[src/hdl/rhc_pkg.sv]
`default_nettype none

package rhc_pkg;

  // register stages from input to output register
  localparam int unsigned STG_NUM = 6;
  // stages of each divider
  localparam int unsigned DIV_STG = 4;
  localparam int unsigned QUO_W   = 16;

  localparam logic [7:0]  FULL_SCALE = 8'd255;
  // 65536 * 255
  localparam logic [23:0] QT_DEN     = 24'd16711680;

  typedef enum logic {
    CMD_HSV2RGB = 1'b0,
    CMD_RGB2HSV = 1'b1
  } cmd_e;

  // hue sextant, named by leading then middle (neither max nor min) channel
  typedef enum logic [2:0] {
    SEC_R_G = 3'd0,
    SEC_G_R = 3'd1,
    SEC_G_B = 3'd2,
    SEC_B_G = 3'd3,
    SEC_B_R = 3'd4,
    SEC_R_B = 3'd5
  } sector_e;

  typedef logic [STG_NUM-1:0] stg_en_t;

  // floor(x / 255), exact for x up to 255 * 255
  function automatic logic [7:0] div255(input logic [15:0] x);
    logic [16:0] s;
    s = {1'b0, x} + {9'd0, x[15:8]} + 17'd1;
    return s[15:8];
  endfunction

endpackage

`default_nettype wire

[src/hdl/rhc_div.sv]
`default_nettype none

// Pipelined restoring divider. Dividend bits of num_i are shifted in MSB
// first behind the starting remainder rem_i (which must be below den_i);
// quotient bits shift into the same register.
module rhc_div #(
  parameter int unsigned DW  = 8,
  parameter int unsigned QW  = 16,
  parameter int unsigned NST = 4
) (
  input  wire logic           clk_i,
  input  wire logic [NST-1:0] en_i,
  input  wire logic [DW-1:0]  rem_i,
  input  wire logic [QW-1:0]  num_i,
  input  wire logic [DW-1:0]  den_i,
  output logic      [QW-1:0]  quo_o
);

  localparam int unsigned STEP = QW / NST;

  logic [DW-1:0] rem_q [NST];
  logic [QW-1:0] acc_q [NST];
  logic [DW-1:0] den_q [NST];

  for (genvar k = 0; k < NST; k++) begin : g_stg
    logic [DW-1:0] rem_in;
    logic [DW-1:0] den_in;
    logic [QW-1:0] acc_in;
    logic [DW-1:0] rem_d;
    logic [QW-1:0] acc_d;
    logic [DW:0]   r2;

    if (k == 0) begin : g_first
      assign rem_in = rem_i;
      assign den_in = den_i;
      assign acc_in = num_i;
    end else begin : g_next
      assign rem_in = rem_q[k-1];
      assign den_in = den_q[k-1];
      assign acc_in = acc_q[k-1];
    end

    always_comb begin
      rem_d = rem_in;
      acc_d = acc_in;
      r2    = '0;
      for (int unsigned j = 0; j < STEP; j++) begin
        r2    = {rem_d, acc_d[QW-1]};
        acc_d = {acc_d[QW-2:0], 1'b0};
        if (r2 >= {1'b0, den_in}) begin
          r2       = r2 - {1'b0, den_in};
          acc_d[0] = 1'b1;
        end
        rem_d = r2[DW-1:0];
      end
    end

    always_ff @(posedge clk_i) begin
      if (en_i[k]) begin
        rem_q[k] <= rem_d;
        acc_q[k] <= acc_d;
        den_q[k] <= den_in;
      end
    end
  end

  assign quo_o = acc_q[NST-1];

endmodule

`default_nettype wire

[src/hdl/rhc_r2h.sv]
`default_nettype none

// RGB to HSV: max/min and hue numerator in the first stage, then two dividers.
module rhc_r2h (
  input  wire logic        clk_i,
  input  wire logic [4:0]  en_i,
  input  wire logic [7:0]  red_i,
  input  wire logic [7:0]  green_i,
  input  wire logic [7:0]  blue_i,
  output logic      [15:0] hue_o,
  output logic      [7:0]  sat_o,
  output logic      [7:0]  bri_o
);

  import rhc_pkg::*;

  logic [7:0]  mx, mn, d;
  logic [10:0] d11, d6, n;
  logic [10:0] hden_d;
  logic [7:0]  sden_d;
  logic [15:0] snum_d;

  logic [10:0] hrem_q, hden_q;
  logic [15:0] snum_q;
  logic [7:0]  sden_q;
  logic [7:0]  mx_q [5];

  always_comb begin
    mx = red_i;
    mn = red_i;
    if (green_i > mx) mx = green_i;
    if (blue_i > mx)  mx = blue_i;
    if (green_i < mn) mn = green_i;
    if (blue_i < mn)  mn = blue_i;
    d   = mx - mn;
    d11 = {3'd0, d};
    d6  = (d11 << 2) + (d11 << 1);
    // red wins ties, then green
    if (mx == red_i) begin
      if (green_i >= blue_i) n = {3'd0, green_i - blue_i};
      else                   n = d6 - {3'd0, blue_i - green_i};
    end else if (mx == green_i) begin
      n = (d11 << 1) + {3'd0, blue_i} - {3'd0, red_i};
    end else begin
      n = (d11 << 2) + {3'd0, red_i} - {3'd0, green_i};
    end
    // grey and black give a zero dividend; keep the divisor nonzero
    hden_d = (d == 8'd0) ? 11'd1 : d6;
    sden_d = (mx == 8'd0) ? 8'd1 : mx;
    snum_d = {d, 8'd0} - {8'd0, d};
  end

  always_ff @(posedge clk_i) begin
    if (en_i[0]) begin
      hrem_q   <= n;
      hden_q   <= hden_d;
      snum_q   <= snum_d;
      sden_q   <= sden_d;
      mx_q[0]  <= mx;
    end
  end

  for (genvar k = 1; k < 5; k++) begin : g_mx
    always_ff @(posedge clk_i) begin
      if (en_i[k]) mx_q[k] <= mx_q[k-1];
    end
  end

  logic [QUO_W-1:0] squo;

  rhc_div #(.DW(11), .QW(QUO_W), .NST(DIV_STG)) u_hue_div (
    .clk_i (clk_i),
    .en_i  (en_i[4:1]),
    .rem_i (hrem_q),
    .num_i ('0),
    .den_i (hden_q),
    .quo_o (hue_o)
  );

  rhc_div #(.DW(8), .QW(QUO_W), .NST(DIV_STG)) u_sat_div (
    .clk_i (clk_i),
    .en_i  (en_i[4:1]),
    .rem_i (8'd0),
    .num_i (snum_q),
    .den_i (sden_q),
    .quo_o (squo)
  );

  // quotient never exceeds 255
  assign sat_o = squo[7:0];
  assign bri_o = mx_q[4];

endmodule

`default_nettype wire

[config.mk]
export PLATFORM = sky130hd
export DESIGN_NAME = rhc_r2h
export DESIGN_NICKNAME = d
export VERILOG_FILES = /design/src/hdl/rhc_pkg.sv /design/src/hdl/rhc_div.sv /design/src/hdl/rhc_r2h.sv
export SDC_FILE = /design/constraint.sdc
export NUM_CORES = 1
export LEC_CHECK = 0
export BUFFER_PORTS_ARGS = -buffer_cell sky130_fd_sc_hd__buf_2
export CORE_UTILIZATION = 60
export CTS_BUF_LIST = sky130_fd_sc_hd__clkbuf_4 sky130_fd_sc_hd__clkbuf_8
export DETAILED_ROUTE_END_ITERATION = 6
export PLACE_DENSITY = 0.74
export SLEW_MARGIN = 10
export SYNTH_ARGS = -nofsm -noshare
export SYNTH_HDL_FRONTEND = slang
export SYNTH_SLANG_ARGS = --single-unit
[constraint.sdc]
create_clock -name clk_i -period 23.4 [get_ports clk_i]
set_input_delay 3.51 -clock clk_i [delete_from_list [all_inputs] [get_ports clk_i]]
set_output_delay 3.51 -clock clk_i [all_outputs]
set_load 0.05 [all_outputs]
After elaboration in Yosys (flattened, before gate mapping):

Memory sizes are Yosys's and may differ from the RTL's.
Cells that the tools add are included.

* memory bits (writable): 320
* register bits: 46
* logic and storage cells: 175
* memories kept: 7
* output and inout port bits: 32
* bits of input ports: 30

Memories
* u_hue_div.acc_q: depth 4, bits a word 16, read ports 4, clocked after memory_dff 0, write ports 4, line rhc_div.sv:22 `logic [QW-1:0] acc_q [NST];`
* u_sat_div.acc_q: depth 4, bits a word 16, read ports 4, clocked after memory_dff 0, write ports 4, line rhc_div.sv:22
* u_hue_div.den_q: depth 4, bits a word 11, read ports 3, clocked after memory_dff 0, write ports 4, line rhc_div.sv:23 `logic [DW-1:0] den_q [NST];`
* u_hue_div.rem_q: depth 4, bits a word 11, read ports 3, clocked after memory_dff 0, write ports 4, line rhc_div.sv:21 `logic [DW-1:0] rem_q [NST];`
* mx_q: depth 5, bits a word 8, read ports 5, clocked after memory_dff 0, write ports 5, line rhc_r2h.sv:26 `logic [7:0] mx_q [5];`
* u_sat_div.den_q: depth 4, bits a word 8, read ports 3, clocked after memory_dff 0, write ports 4, line rhc_div.sv:23
* 1 more memories

* multiplexer cells: 81
* equality and inequality tests: 2
* order comparisons: 37
* reduce and logical (&&, ||, !) cells: 2
* add/subtract/negate cells: 42

Operators by type and width (number)
* $mux W11: 19
* $ge A12 B11 Y1: 16
* $sub A11 B11 Y11: 16
* $mux W8: 20
* $sub A8 B8 Y8: 18
* $ge A9 B8 Y1: 15
* $mux W1: 42
* $sub A11 B8 Y11: 2
* $eq A8 B8 Y1: 2
* $gt A8 B8 Y1: 2
* $logic_not A8 Y1: 2
* $lt A8 B8 Y1: 2
* $sub A16 B8 Y16: 1
* $add A10 B8 Y11: 1
* $add A10 B9 Y11: 1
* $sub A10 B8 Y11: 1
* $add A9 B8 Y10: 1
* $ge A1 B8 Y1: 1
* $ge A8 B8 Y1: 1
* $sub A1 B8 Y8: 1

Logic depth before layout (Yosys ltp):

Gate-level depths: netlist (run 1).

* depth in word-level cells: 9
* depth in mapped cells: 59
* depth with buffers taken out: 53

By module:

Synthesis (run 1) repeated with hierarchy kept, for this count alone.

* cells, all modules: 3179
* area, all modules: 30814.6 µm²

By module, submodules not included
* rhc_div (u_hue_div): seq. area each 3903.7 µm², area each 13336.5 µm², instances 1, cells an instance 1436
* rhc_div (u_sat_div): seq. area each 3363.2 µm², area each 9980.8 µm², instances 1, cells an instance 989
* rhc_r2h: seq. area each 2582.5 µm², area each 7497.2 µm², instances 1, cells an instance 754

Least setup slack after synthesis (run 1):

Ideal clock, no wire load.

* kind: input-to-reg
* start: input port red_i[7]
* end: register hrem_q[10], data pin
* library setup time: 0.256 ns
* arrival time: 10.686 ns
* stages: 39
* path buffers: 1
* slack: 12.458 ns
* data required time: 23.144 ns
* cells stage by stage: inv_1 ha_1 nand2_2 o21a_1 nor2_1 nor2_1 buf_2 o21ai_0 inv_1 ha_1 and4_1 nand2_1 a2111oi_2 or3_1 o21ai_1 mux2i_1 a2bb2oi_2 mux2_2 [... 3 more ...] o21ai_0 nor2b_1 xnor3_1 inv_1 ha_1 a21oi_1 a21oi_1 mux2i_1 nor2_1 a21oi_1 xnor2_1 ha_1 inv_1 o21bai_1 a31o_2 nor4_2 xor2_1 o21ai_1

* cells in the longest elaborated chain, start to end: 9
* elaborated cells on any way between the ends: 20
* those cells by class: add/sub (7); order compare (4); eq/ne (2); mux (7)

Ends and longest elaborated chain
* start, declared: line rhc_r2h.sv:7 `input wire logic [7:0] red_i,`
* $gt A8 B8 Y1: line rhc_r2h.sv:31 `if (green_i > mx) mx = green_i;`
* $mux W8 (*): line rhc_r2h.sv:31
* $gt A8 B8 Y1: line rhc_r2h.sv:32 `if (blue_i > mx) mx = blue_i;`
* $mux W8 (*): line rhc_r2h.sv:32
* named net mx[1]: line rhc_r2h.sv:17 `logic [7:0] mx, mn, d;`
* $sub A8 B8 Y8 (*): line rhc_r2h.sv:35 `d = mx - mn;`
* $add A10 B9 Y11 (*): line rhc_r2h.sv:37 `d6 = (d11 << 2) + (d11 << 1);`
* named net d6[6]: line rhc_r2h.sv:18 `logic [10:0] d11, d6, n;`
* $sub A11 B8 Y11 (*): line rhc_r2h.sv:41 `else n = d6 - {3'd0, blue_i - green_i};`
* $mux W11 (*): line rhc_r2h.sv:40 `if (green_i >= blue_i) n = {3'd0, green_i - blue_i};`
* $mux W11 (*): line rhc_r2h.sv:39 `if (mx == red_i) begin`
* named net n[10]: line rhc_r2h.sv:18
* end signal, assigned: line rhc_r2h.sv:55 `hrem_q <= n;`
* end, declared: line rhc_r2h.sv:23 `logic [10:0] hrem_q, hden_q;`

Mark *: on every way through the listed nets, which the timed path passes. The rest lies on a longest branch.
A chain may end at the register's enable or synchronous reset.

==> results_tabular.tex, run 1 <==
\begin{tabular}{lr}
\hline
Metric & Value \\
\hline
\multicolumn{2}{l}{\textbf{Status}} \\
\quad Outcome & finished, final reports clean \\
\multicolumn{2}{l}{\textbf{Setup path}} \\
\quad Worst flop-to-flop path endpoint & u\_hue\_div.rem\_q[1][6]\$\_DFFE\_PP\_ \\
\quad Arrival time worst endpoint & 12.59 ns \\
\quad Setup CP Type & flip-flop to flip-flop \\
\quad Worst Reg2Reg Path Length in Cells & 52 \\
\quad Highest-delay cell along the critical path & sky130\_fd\_sc\_hd\_\_o21a\_1 \\
\quad Element type at the critical path end & flip-flop \\
\quad Reg2reg start & u\_hue\_div.den\_q[0][0]\$\_DFFE\_PP\_ \\
\quad CP max FO & 21 \\
\quad Register-to-register setup slack & between 10 and 15 ns \\
\quad Max stage delay on crit path & 0.63 ns \\
\quad Cell mode on critical path & sky130\_fd\_sc\_hd\_\_o21a\_1 \\
\quad WP data required & 23.74 ns \\
\quad Sort of element at the start of the critical path & flip-flop \\
\multicolumn{2}{l}{\textbf{STA}} \\
\quad Unrepaired setup endpoints after global routing & false \\
\quad Clock period minus final worst setup slack & approximately 12 ns \\
\quad Max transition margin & about a fifth \\
\quad Period utilisation layout & between 50 and 60\% \\
\quad Fin Setup TNS & 0 ns \\
\quad Worst hold margin & roughly 0.38 ns \\
\quad Final setup violation count & 0 \\
\quad Final Max Tran Viols & 0 \\
\quad Clock Skew & roughly 0.050 ns \\
\quad Final number of hold-violating endpoints & 0 \\
\quad Transition at the pin with the smallest max-transition slack & 1.18 ns \\
\quad Fmax & between 0.08 and 0.09 GHz \\
\multicolumn{2}{l}{\textbf{Yosys}} \\
\quad Yosys warning total & 0 \\
\quad Post-synth EDFFs & approximately 280 \\
\quad Dominant register cell in the synthesized netlist & sky130\_fd\_sc\_hd\_\_edfxtp\_1 \\
\quad Gate count after technology mapping & around 2700 \\
\quad Post-Syn Nets & 3172 \\
\quad Proportion of register bits with asynchronous set or reset after synthesis & 0\% \\
\quad Flip-flop and latch count after synthesis & 276 \\
\quad Count of distinct cell types in the synthesized netlist & 83 \\
\quad Sequential share of the synthesized area & 31.4\% \\
\quad Avg Cell Area, Syn & between 9 and 10 um2 \\
\quad Post-synthesis instance area & 26400 um2 \\
\multicolumn{2}{l}{\textbf{Layout}} \\
\quad Most frequent cells in the layout & sky130\_fd\_sc\_hd\_\_ha\_1 (368), sky130\_fd\_sc\_hd\_\_edfxtp\_1 (276), sky130\_fd\_sc\_hd\_\_inv\_1 (267) \\
\quad Most frequent standard cell in the layout excluding fill and tap cells & sky130\_fd\_sc\_hd\_\_ha\_1 \\
\quad Final std cells w/o fill & 3428 \\
\quad Area growth from synthesis to layout & 7.06\% \\
\quad Post-layout nets & between 3000 and 4000 \\
\quad Number of inserted diodes & 0 \\
\quad Layout cells sized above 1 & 10.9\% \\
\quad Final design area excluding fillers & 28200 um2 \\
\multicolumn{2}{l}{\textbf{Floorplan}} \\
\quad Top Ports & 62 \\
\quad Die extent in y & 212 um \\
\quad Placement row count & 76 \\
\quad Floorplan Core Area & roughly 43000 um2 \\
\quad Total die area & 44800 um2 \\
\quad Starting utilization of the core area & between 60 and 70\% \\
\quad Die extent in x & $\sim$210 um \\
\multicolumn{2}{l}{\textbf{Place}} \\
\quad Dpl cells & 3345 \\
\quad Total of buffers placed on input and output ports & 61 \\
\quad Final HPWL DP & 49.3 mm \\
\quad Placed instance area & 27300 um2 \\
\quad Final weighted congestion in routability-driven placement & 0.961 \\
\multicolumn{2}{l}{\textbf{Clock network}} \\
\quad Number of buffers added by the clock tree synthesis step & 46 \\
\quad Total setup buffers inserted after CTS & 0 \\
\quad Sinks on the clock net & 276 \\
\quad CTS tree & done \\
\quad Number of levels the H-tree was split into & 2 \\
\quad Gates resized, CTS repair & 0 \\
\quad Clock Tree Root & sky130\_fd\_sc\_hd\_\_clkbuf\_8 \\
\quad Insertion delay of the later-clocked pin in the worst-skew pair & 0.63 ns \\
\quad Clock transition at the register clock pins on the worst setup and hold paths after CTS & 0.06 ns \\
\quad Clock Tree Buf Depth & 3 \\
\quad Cts hold-fix bufs & 0 \\
\multicolumn{2}{l}{\textbf{Worst hold path}} \\
\quad Number of cells on the worst hold path & 0 \\
\quad Hold Crit Class & flip-flop to flip-flop \\
\quad Hold path endpoint & u\_hue\_div.acc\_q[3][9]\$\_DFFE\_PP\_ \\
\quad Hold Startpoint & u\_hue\_div.acc\_q[2][5]\$\_DFFE\_PP\_ \\
\multicolumn{2}{l}{\textbf{Global route}} \\
\quad Number of global-route vias before repair & between 20000 and 25000 \\
\quad Global-route wire length before repair & 100 mm \\
\quad All-layer global routing usage & 27.8\% \\
\quad Number of antenna violations at the first check in global routing & 0 \\
\quad Pin count of the biggest net entering global routing & 67 \\
\quad Final global-route overflow total & 0 \\
\multicolumn{2}{l}{\textbf{Detailed routing}} \\
\quad Via total after detailed routing & 20223 \\
\quad Per-cell routed wire length & 17.9 um \\
\quad Number of vias per cell & 5.90 \\
\quad DRC violation count after routing & 0 \\
\quad Total Wirelength & 61.3 mm \\
\quad Detail Route Antenna Nets & 0 \\
\quad First DRT Iteration DRCs & 1249 \\
\quad TritonRoute pass-1 iters & 6 \\
\multicolumn{2}{l}{\textbf{Flow run}} \\
\quad Max-capacitance violation count & 0 \\
\hline
\end{tabular}
## cell type report
class	instances	area (um2)
multi-input combinational	2140	16800
timing repair buffer	75	410
clock buffer	62	753
sequential	276	8290
inverter	269	1010
clock inverter	21	200
tap	585	732
fill	3537	14900
## worst max-delay path by stage
stage | startpoint | end | slack (ns) | cells after the start
6_report | u_hue_div.den_q[0][0]$_DFFE_PP_ | u_hue_div.rem_q[1][6]$_DFFE_PP_ | 11.15 | 52
5_1_grt | hden_q[0]$_SDFFCE_PN1P_ | u_hue_div.rem_q[0][9]$_DFFE_PP_ | 10.13 | 53
4_1_cts | hden_q[0]$_SDFFCE_PN1P_ | u_hue_div.rem_q[0][8]$_DFFE_PP_ | 11.20 | 53
3_5_place_dp | red_i[1] | hrem_q[10]$_DFFE_PP_ | 10.75 | 33
3_3_place_gp | red_i[1] | hrem_q[10]$_DFFE_PP_ | 11.20 | 33
2_1_floorplan | red_i[7] | hrem_q[10]$_DFFE_PP_ | 12.46 | 39
## critical path, delay by kind of cell (launching register included)
kind	cells	cell delay, ns
flops	1	0.56
simple gates	7	1.46
buf+inv	1	0.25
mux	2	0.84
compound gates	38	7.37
fa+ha+maj	4	1.51
## through the flow
step	util (%)	worst slack, ns
4_1_cts	65.4	11.20
5_1_grt	65.4	10.13
3_5_place_dp	63.2	10.75
6_report	65.4	11.15
3_3_place_gp	63.2	11.20
2_1_floorplan	-	12.46
## Yosys cell counts (all sizes together) (8+ instances only)
cell / instances / area [um2]
o21bai: 37 / 278
xor2: 78 / 683
a21oi: 190 / 955
o211ai: 14 / 119
buf: 16 / 109
xnor2: 155 / 1370
a21boi: 10 / 75.1
nand3: 36 / 185
nor4: 8 / 56.3
a211o: 10 / 87.6
and2: 28 / 175
edfxtp: 276 / 8290
a21o: 114 / 856
ha: 368 / 4600
o31ai: 20 / 150
fa: 38 / 761
mux2i: 32 / 320
nand2: 151 / 572
nor3: 59 / 300
o21a: 86 / 646
nand2b: 41 / 257
inv: 268 / 1010
nor2b: 31 / 196
nor2: 205 / 790
clkbuf: 35 / 131
nand4: 39 / 250
o21ai: 175 / 880
mux2: 127 / 1430
## routing by layer
layer | global-route usage (%) | part of all wire (%) | vias to the layer above | wire length, um
li1 | - | - | 10029 | -
met1 | 36.1 | 45 | 9619 | 27600
met2 | 47.6 | 48 | 460 | 29200
met3 | 3.34 | 4.2 | 115 | 2600
met4 | 10.2 | 3.1 | 0 | 1910
met5 | 0 | 0 | - | 0
## kinds of logic after synthesis
kind of cell    count (synthesis)  share of synthesized area [%]
mux                           159                           6.64
fa+ha+maj                     406                           20.3
simple gates                  626                           11.4
buf+inv                       320                           4.74
xor+xnor                      235                           7.94
compound gates                714                           17.5
flops                         276                           31.4
## registers in the layout (all words and copies together) (netlist names)
| register | count |
|---|---|
| u_sat_div.acc_q | 36 |
| sden_q | 8 |
| u_sat_div.rem_q | 24 |
| mx_q | 40 |
| u_hue_div.rem_q | 33 |
| hden_q | 11 |
| snum_q | 16 |
| hrem_q | 11 |
| u_sat_div.den_q | 24 |
| u_hue_div.acc_q | 40 |
| u_hue_div.den_q | 33 |
Power of run 1 is not shown: default switching activity piles up to over one toggle a cycle in this logic, so the estimate is an artifact.
==> run 2, diff against run 1 <==
--- a/config.mk
+++ b/config.mk
@@ -5,6 +5,7 @@
 export SDC_FILE = /design/constraint.sdc
 export NUM_CORES = 1
 export LEC_CHECK = 0
+export ABC_AREA = 1
 export BUFFER_PORTS_ARGS = -buffer_cell sky130_fd_sc_hd__buf_2
 export CORE_UTILIZATION = 60
 export CTS_BUF_LIST = sky130_fd_sc_hd__clkbuf_4 sky130_fd_sc_hd__clkbuf_8
==> constraint.sdc (replaced) <==
create_clock -name clk_i -period 12.1 [get_ports clk_i]
set_input_delay 1.815 -clock clk_i [delete_from_list [all_inputs] [get_ports clk_i]]
set_output_delay 1.815 -clock clk_i [all_outputs]
set_load 0.05 [all_outputs]
==> run 2 against run 1 <==
Cell area is 0.23% lower. Wire length is 1.1% higher. Global-route usage is 0.45 points higher. Critical path depth is 7 higher. Final cell count is 12% higher. Clock-buffer cell count is 3 lower. Flip-flop and latch count stayed put. Maximum frequency is 23% higher. Die area is 0.66% lower. First-iteration DRC count is 12% higher. Critical endpoint is now u_sat_div.rem_q[2][3]$_DFFE_PP_. Highest routed layer unchanged.
==> results_tabular.tex, run 2 <==
\begin{tabular}{lr}
\hline
Metric & Value \\
\hline
\multicolumn{2}{l}{\textbf{Worst hold path}} \\
\quad Hold Crit Class & flip-flop to flip-flop \\
\multicolumn{2}{l}{\textbf{Floorplan}} \\
\quad Starting utilization of the core area & 60.8\% \\
\quad Top Ports & 62 \\
\quad Die extent in y & approximately 210 um \\
\quad Floorplan Core Area & 43100 um2 \\
\quad Die extent in x & $\sim$210 um \\
\quad Placement row count & 76 \\
\quad Total die area & 44500 um2 \\
\multicolumn{2}{l}{\textbf{Detailed routing}} \\
\quad Number of vias per cell & 5.64 \\
\quad First DRT Iteration DRCs & approximately 1400 \\
\quad Via total after detailed routing & 21766 \\
\quad DRC violation count after routing & 0 \\
\quad Detail Route Antenna Nets & 0 \\
\quad Per-cell routed wire length & about 16 um \\
\quad Total Wirelength & between 60 and 70 mm \\
\quad TritonRoute pass-1 iters & 6 \\
\multicolumn{2}{l}{\textbf{Place}} \\
\quad Final weighted congestion in routability-driven placement & 0.922 \\
\quad Worst Setup Slack post-DPL & approximately 2.3 ns \\
\quad Final HPWL DP & 49.4 mm \\
\quad Total of buffers placed on input and output ports & 61 \\
\multicolumn{2}{l}{\textbf{Yosys}} \\
\quad Count of distinct cell types in the synthesized netlist & 61 \\
\quad Sequential share of the synthesized area & a little under a third \\
\quad Dominant register cell in the synthesized netlist & sky130\_fd\_sc\_hd\_\_edfxtp\_1 \\
\quad Post-synth EDFFs & 276 \\
\quad Post-synthesis instance area & 26200 um2 \\
\quad Synth top cells by count & sky130\_fd\_sc\_hd\_\_nand2\_1 (593), sky130\_fd\_sc\_hd\_\_inv\_1 (432), sky130\_fd\_sc\_hd\_\_ha\_1 (368) \\
\quad Most frequent cell after synthesis & sky130\_fd\_sc\_hd\_\_nand2\_1 \\
\quad Post-Syn Nets & 3601 \\
\quad Flip-flop and latch count after synthesis & 276 \\
\quad Adder-cell share of the synthesized area & 20.5\% \\
\quad Portion of netlist area occupied by mux cells & 0.253\% \\
\quad Synthesized-area fraction occupied by ao, oa, aoi and oai cells & between 10\% and 20\% \\
\quad Most area-consuming cells after synthesis & sky130\_fd\_sc\_hd\_\_edfxtp\_1 (32\%), sky130\_fd\_sc\_hd\_\_ha\_1 (18\%), sky130\_fd\_sc\_hd\_\_nand2\_1 (8.5\%) \\
\quad Yosys warning total & 0 \\
\quad Combinational family with the most area after synthesis & adder cells \\
\quad Synthesized-area fraction occupied by xor and xnor cells & approximately 8.6\% \\
\quad Gate count after technology mapping & 3165 \\
\quad Cell type with the largest total area after synthesis & sky130\_fd\_sc\_hd\_\_edfxtp\_1 \\
\quad Avg Cell Area, Syn & 8.28 um2 \\
\quad Simple-gate portion of the synthesized area & 17.1\% \\
\quad Area share of the largest cell type after synthesis & 31.6\% \\
\quad Proportion of register bits with asynchronous set or reset after synthesis & 0\% \\
\multicolumn{2}{l}{\textbf{Setup path}} \\
\quad Worst Reg2Reg Path Length in Cells & between 50 and 60 \\
\quad Critical path depth in cells & 59 \\
\quad WP data required & 12.47 ns \\
\quad Worst flop-to-flop path endpoint & u\_sat\_div.rem\_q[2][3]\$\_DFFE\_PP\_ \\
\quad Element type at the critical path end & flip-flop \\
\quad Register-to-register setup slack & 2.12 ns \\
\quad CP max FO & 15 \\
\quad Max stage delay on crit path & 0.50 ns \\
\quad Reg2reg start & u\_sat\_div.den\_q[1][1]\$\_DFFE\_PP\_ \\
\quad Highest-delay cell along the critical path & sky130\_fd\_sc\_hd\_\_edfxtp\_1 \\
\quad Startpoint of the worst setup timing path & u\_sat\_div.den\_q[1][1]\$\_DFFE\_PP\_ \\
\quad Sort of element at the start of the critical path & flip-flop \\
\quad Combined buffer and inverter count along the critical path & 10 \\
\quad Cell type group with the largest total delay on the critical path & compound AO/OA/AOI/OAI gates \\
\quad Arrival time worst endpoint & 10.35 ns \\
\quad Worst setup endpoint & u\_sat\_div.rem\_q[2][3]\$\_DFFE\_PP\_ \\
\quad Cell mode on critical path & sky130\_fd\_sc\_hd\_\_nor2\_1 \\
\quad Setup CP Type & flip-flop to flip-flop \\
\multicolumn{2}{l}{\textbf{Layout}} \\
\quad Combined area of the multi-input logic cells & 16000 um2 \\
\quad Post-layout nets & 3671 \\
\quad Most frequent cells in the layout & sky130\_fd\_sc\_hd\_\_nand2\_1 (593), sky130\_fd\_sc\_hd\_\_inv\_1 (432), sky130\_fd\_sc\_hd\_\_ha\_1 (368) \\
\quad Most frequent standard cell in the layout excluding fill and tap cells & sky130\_fd\_sc\_hd\_\_nand2\_1 \\
\quad Largest registers ranked by flip-flop count & mx\_q: 40 flops, u\_hue\_div.acc\_q: 40 flops, u\_sat\_div.acc\_q: 36 flops \\
\quad Layout fillers & roughly 3600 \\
\quad Storage cell area & 8290 um2 \\
\quad Area growth from synthesis to layout & 7.52\% \\
\quad Final core utilization & roughly two thirds \\
\quad Layout cells sized above 1 & 7.37\% \\
\quad Number of inserted diodes & 0 \\
\multicolumn{2}{l}{\textbf{Status}} \\
\quad Outcome & finished, final reports clean \\
\multicolumn{2}{l}{\textbf{STA}} \\
\quad Clock Skew & 0.0363 ns \\
\quad Worst hold margin & between 0.3 and 0.4 ns \\
\quad Unrepaired setup endpoints after global routing & false \\
\quad Final setup violation count & 0 \\
\quad Fin Setup TNS & 0 ns \\
\quad Transition at the pin with the smallest max-transition slack & around 0.94 ns \\
\quad Clock period minus final worst setup slack & 9.98 ns \\
\quad Final Max Tran Viols & 0 \\
\quad Worst path setup slack after routing & 2.12 ns \\
\quad Fmax & around 0.10 GHz \\
\quad Period utilisation layout & 82.5\% \\
\quad Final number of hold-violating endpoints & 0 \\
\quad Max transition margin & $\sim$37\% \\
\multicolumn{2}{l}{\textbf{Clock network}} \\
\quad Clock Tree Buf Depth & 3 \\
\quad Total setup buffers inserted after CTS & 0 \\
\quad Cts hold-fix bufs & 0 \\
\quad Sinks on the clock net & 276 \\
\quad Insertion delay of the later-clocked pin in the worst-skew pair & 0.64 ns \\
\quad Number of levels the H-tree was split into & 2 \\
\quad Clock Tree Root & sky130\_fd\_sc\_hd\_\_clkbuf\_8 \\
\quad Clock transition at the register clock pins on the worst setup and hold paths after CTS & 0.06 ns \\
\quad Number of buffers added by the clock tree synthesis step & 48 \\
\quad CTS tree & done \\
\quad Gates resized, CTS repair & 0 \\
\multicolumn{2}{l}{\textbf{Global route}} \\
\quad Number of antenna violations at the first check in global routing & 0 \\
\quad All-layer global routing usage & 28.3\% \\
\quad Final global-route overflow total & 0 \\
\quad Number of global-route vias before repair & 21021 \\
\quad Global-route wire length before repair & 102 mm \\
\quad Pin count of the biggest net entering global routing & 67 \\
\multicolumn{2}{l}{\textbf{Flow run}} \\
\quad Max-capacitance violation count & 0 \\
\hline
\end{tabular}
run 2: logic make-up after synthesis:
kind of cell / after synthesis
AO/OA/AOI/OAI: 685
XOR/XNOR: 256
adder cells (fa/ha/maj): 406
buffers and inverters: 498
flip-flops: 276
multiplexers: 6
AND/OR/NAND/NOR: 1038
run 2: worst min-delay path by stage:
stage                          start                                to  slack (ns)  cells past startpoint
6_report        mx_q[0][3]$_DFFE_PP_             mx_q[0][11]$_DFFE_PP_        0.39                      0
5_1_grt         snum_q[10]$_DFFE_PP_  u_sat_div.acc_q[0][14]$_DFFE_PP_        0.39                      0
4_1_cts         snum_q[10]$_DFFE_PP_  u_sat_div.acc_q[0][14]$_DFFE_PP_        0.38                      0
3_5_place_dp    mx_q[0][3]$_DFFE_PP_             mx_q[0][11]$_DFFE_PP_        0.40                      0
3_3_place_gp   mx_q[0][24]$_DFFE_PP_             mx_q[0][32]$_DFFE_PP_        0.40                      0
2_1_floorplan   mx_q[0][2]$_DFFE_PP_             mx_q[0][10]$_DFFE_PP_        0.40                      0
run 2: through the flow:
stage / instances / area, um2
floorplan: 3165 / 26200
global placement: 3770 / 27000
detailed placement: 3770 / 27000
CTS: 3856 / 28200
global route: 3856 / 28200
finish: 3856 / 28200
run 2: per-layer routing:
| layer | share of wire, % | wire length [um] | vias up | track usage (%) |
|---|---|---|---|---|
| li1 | - | - | 10935 | - |
| met4 | 2.7 | 1700 | 0 | 9.12 |
| met3 | 6.4 | 3980 | 136 | 4.18 |
| met1 | 45 | 27900 | 10018 | 37.7 |
| met5 | 0 | 0 | - | 0 |
| met2 | 46 | 28400 | 677 | 47.2 |
run 2: final cells by class:
class	instances	area share [%]
clock inverters	27	1.36
inverters	452	6.02
multi-input cells	2391	56.7
flip-flops and latches	276	29.4
well taps	585	2.60
clock buffers	59	2.64
repair buffers	66	1.22
Power of run 2 is left out for the same reason.
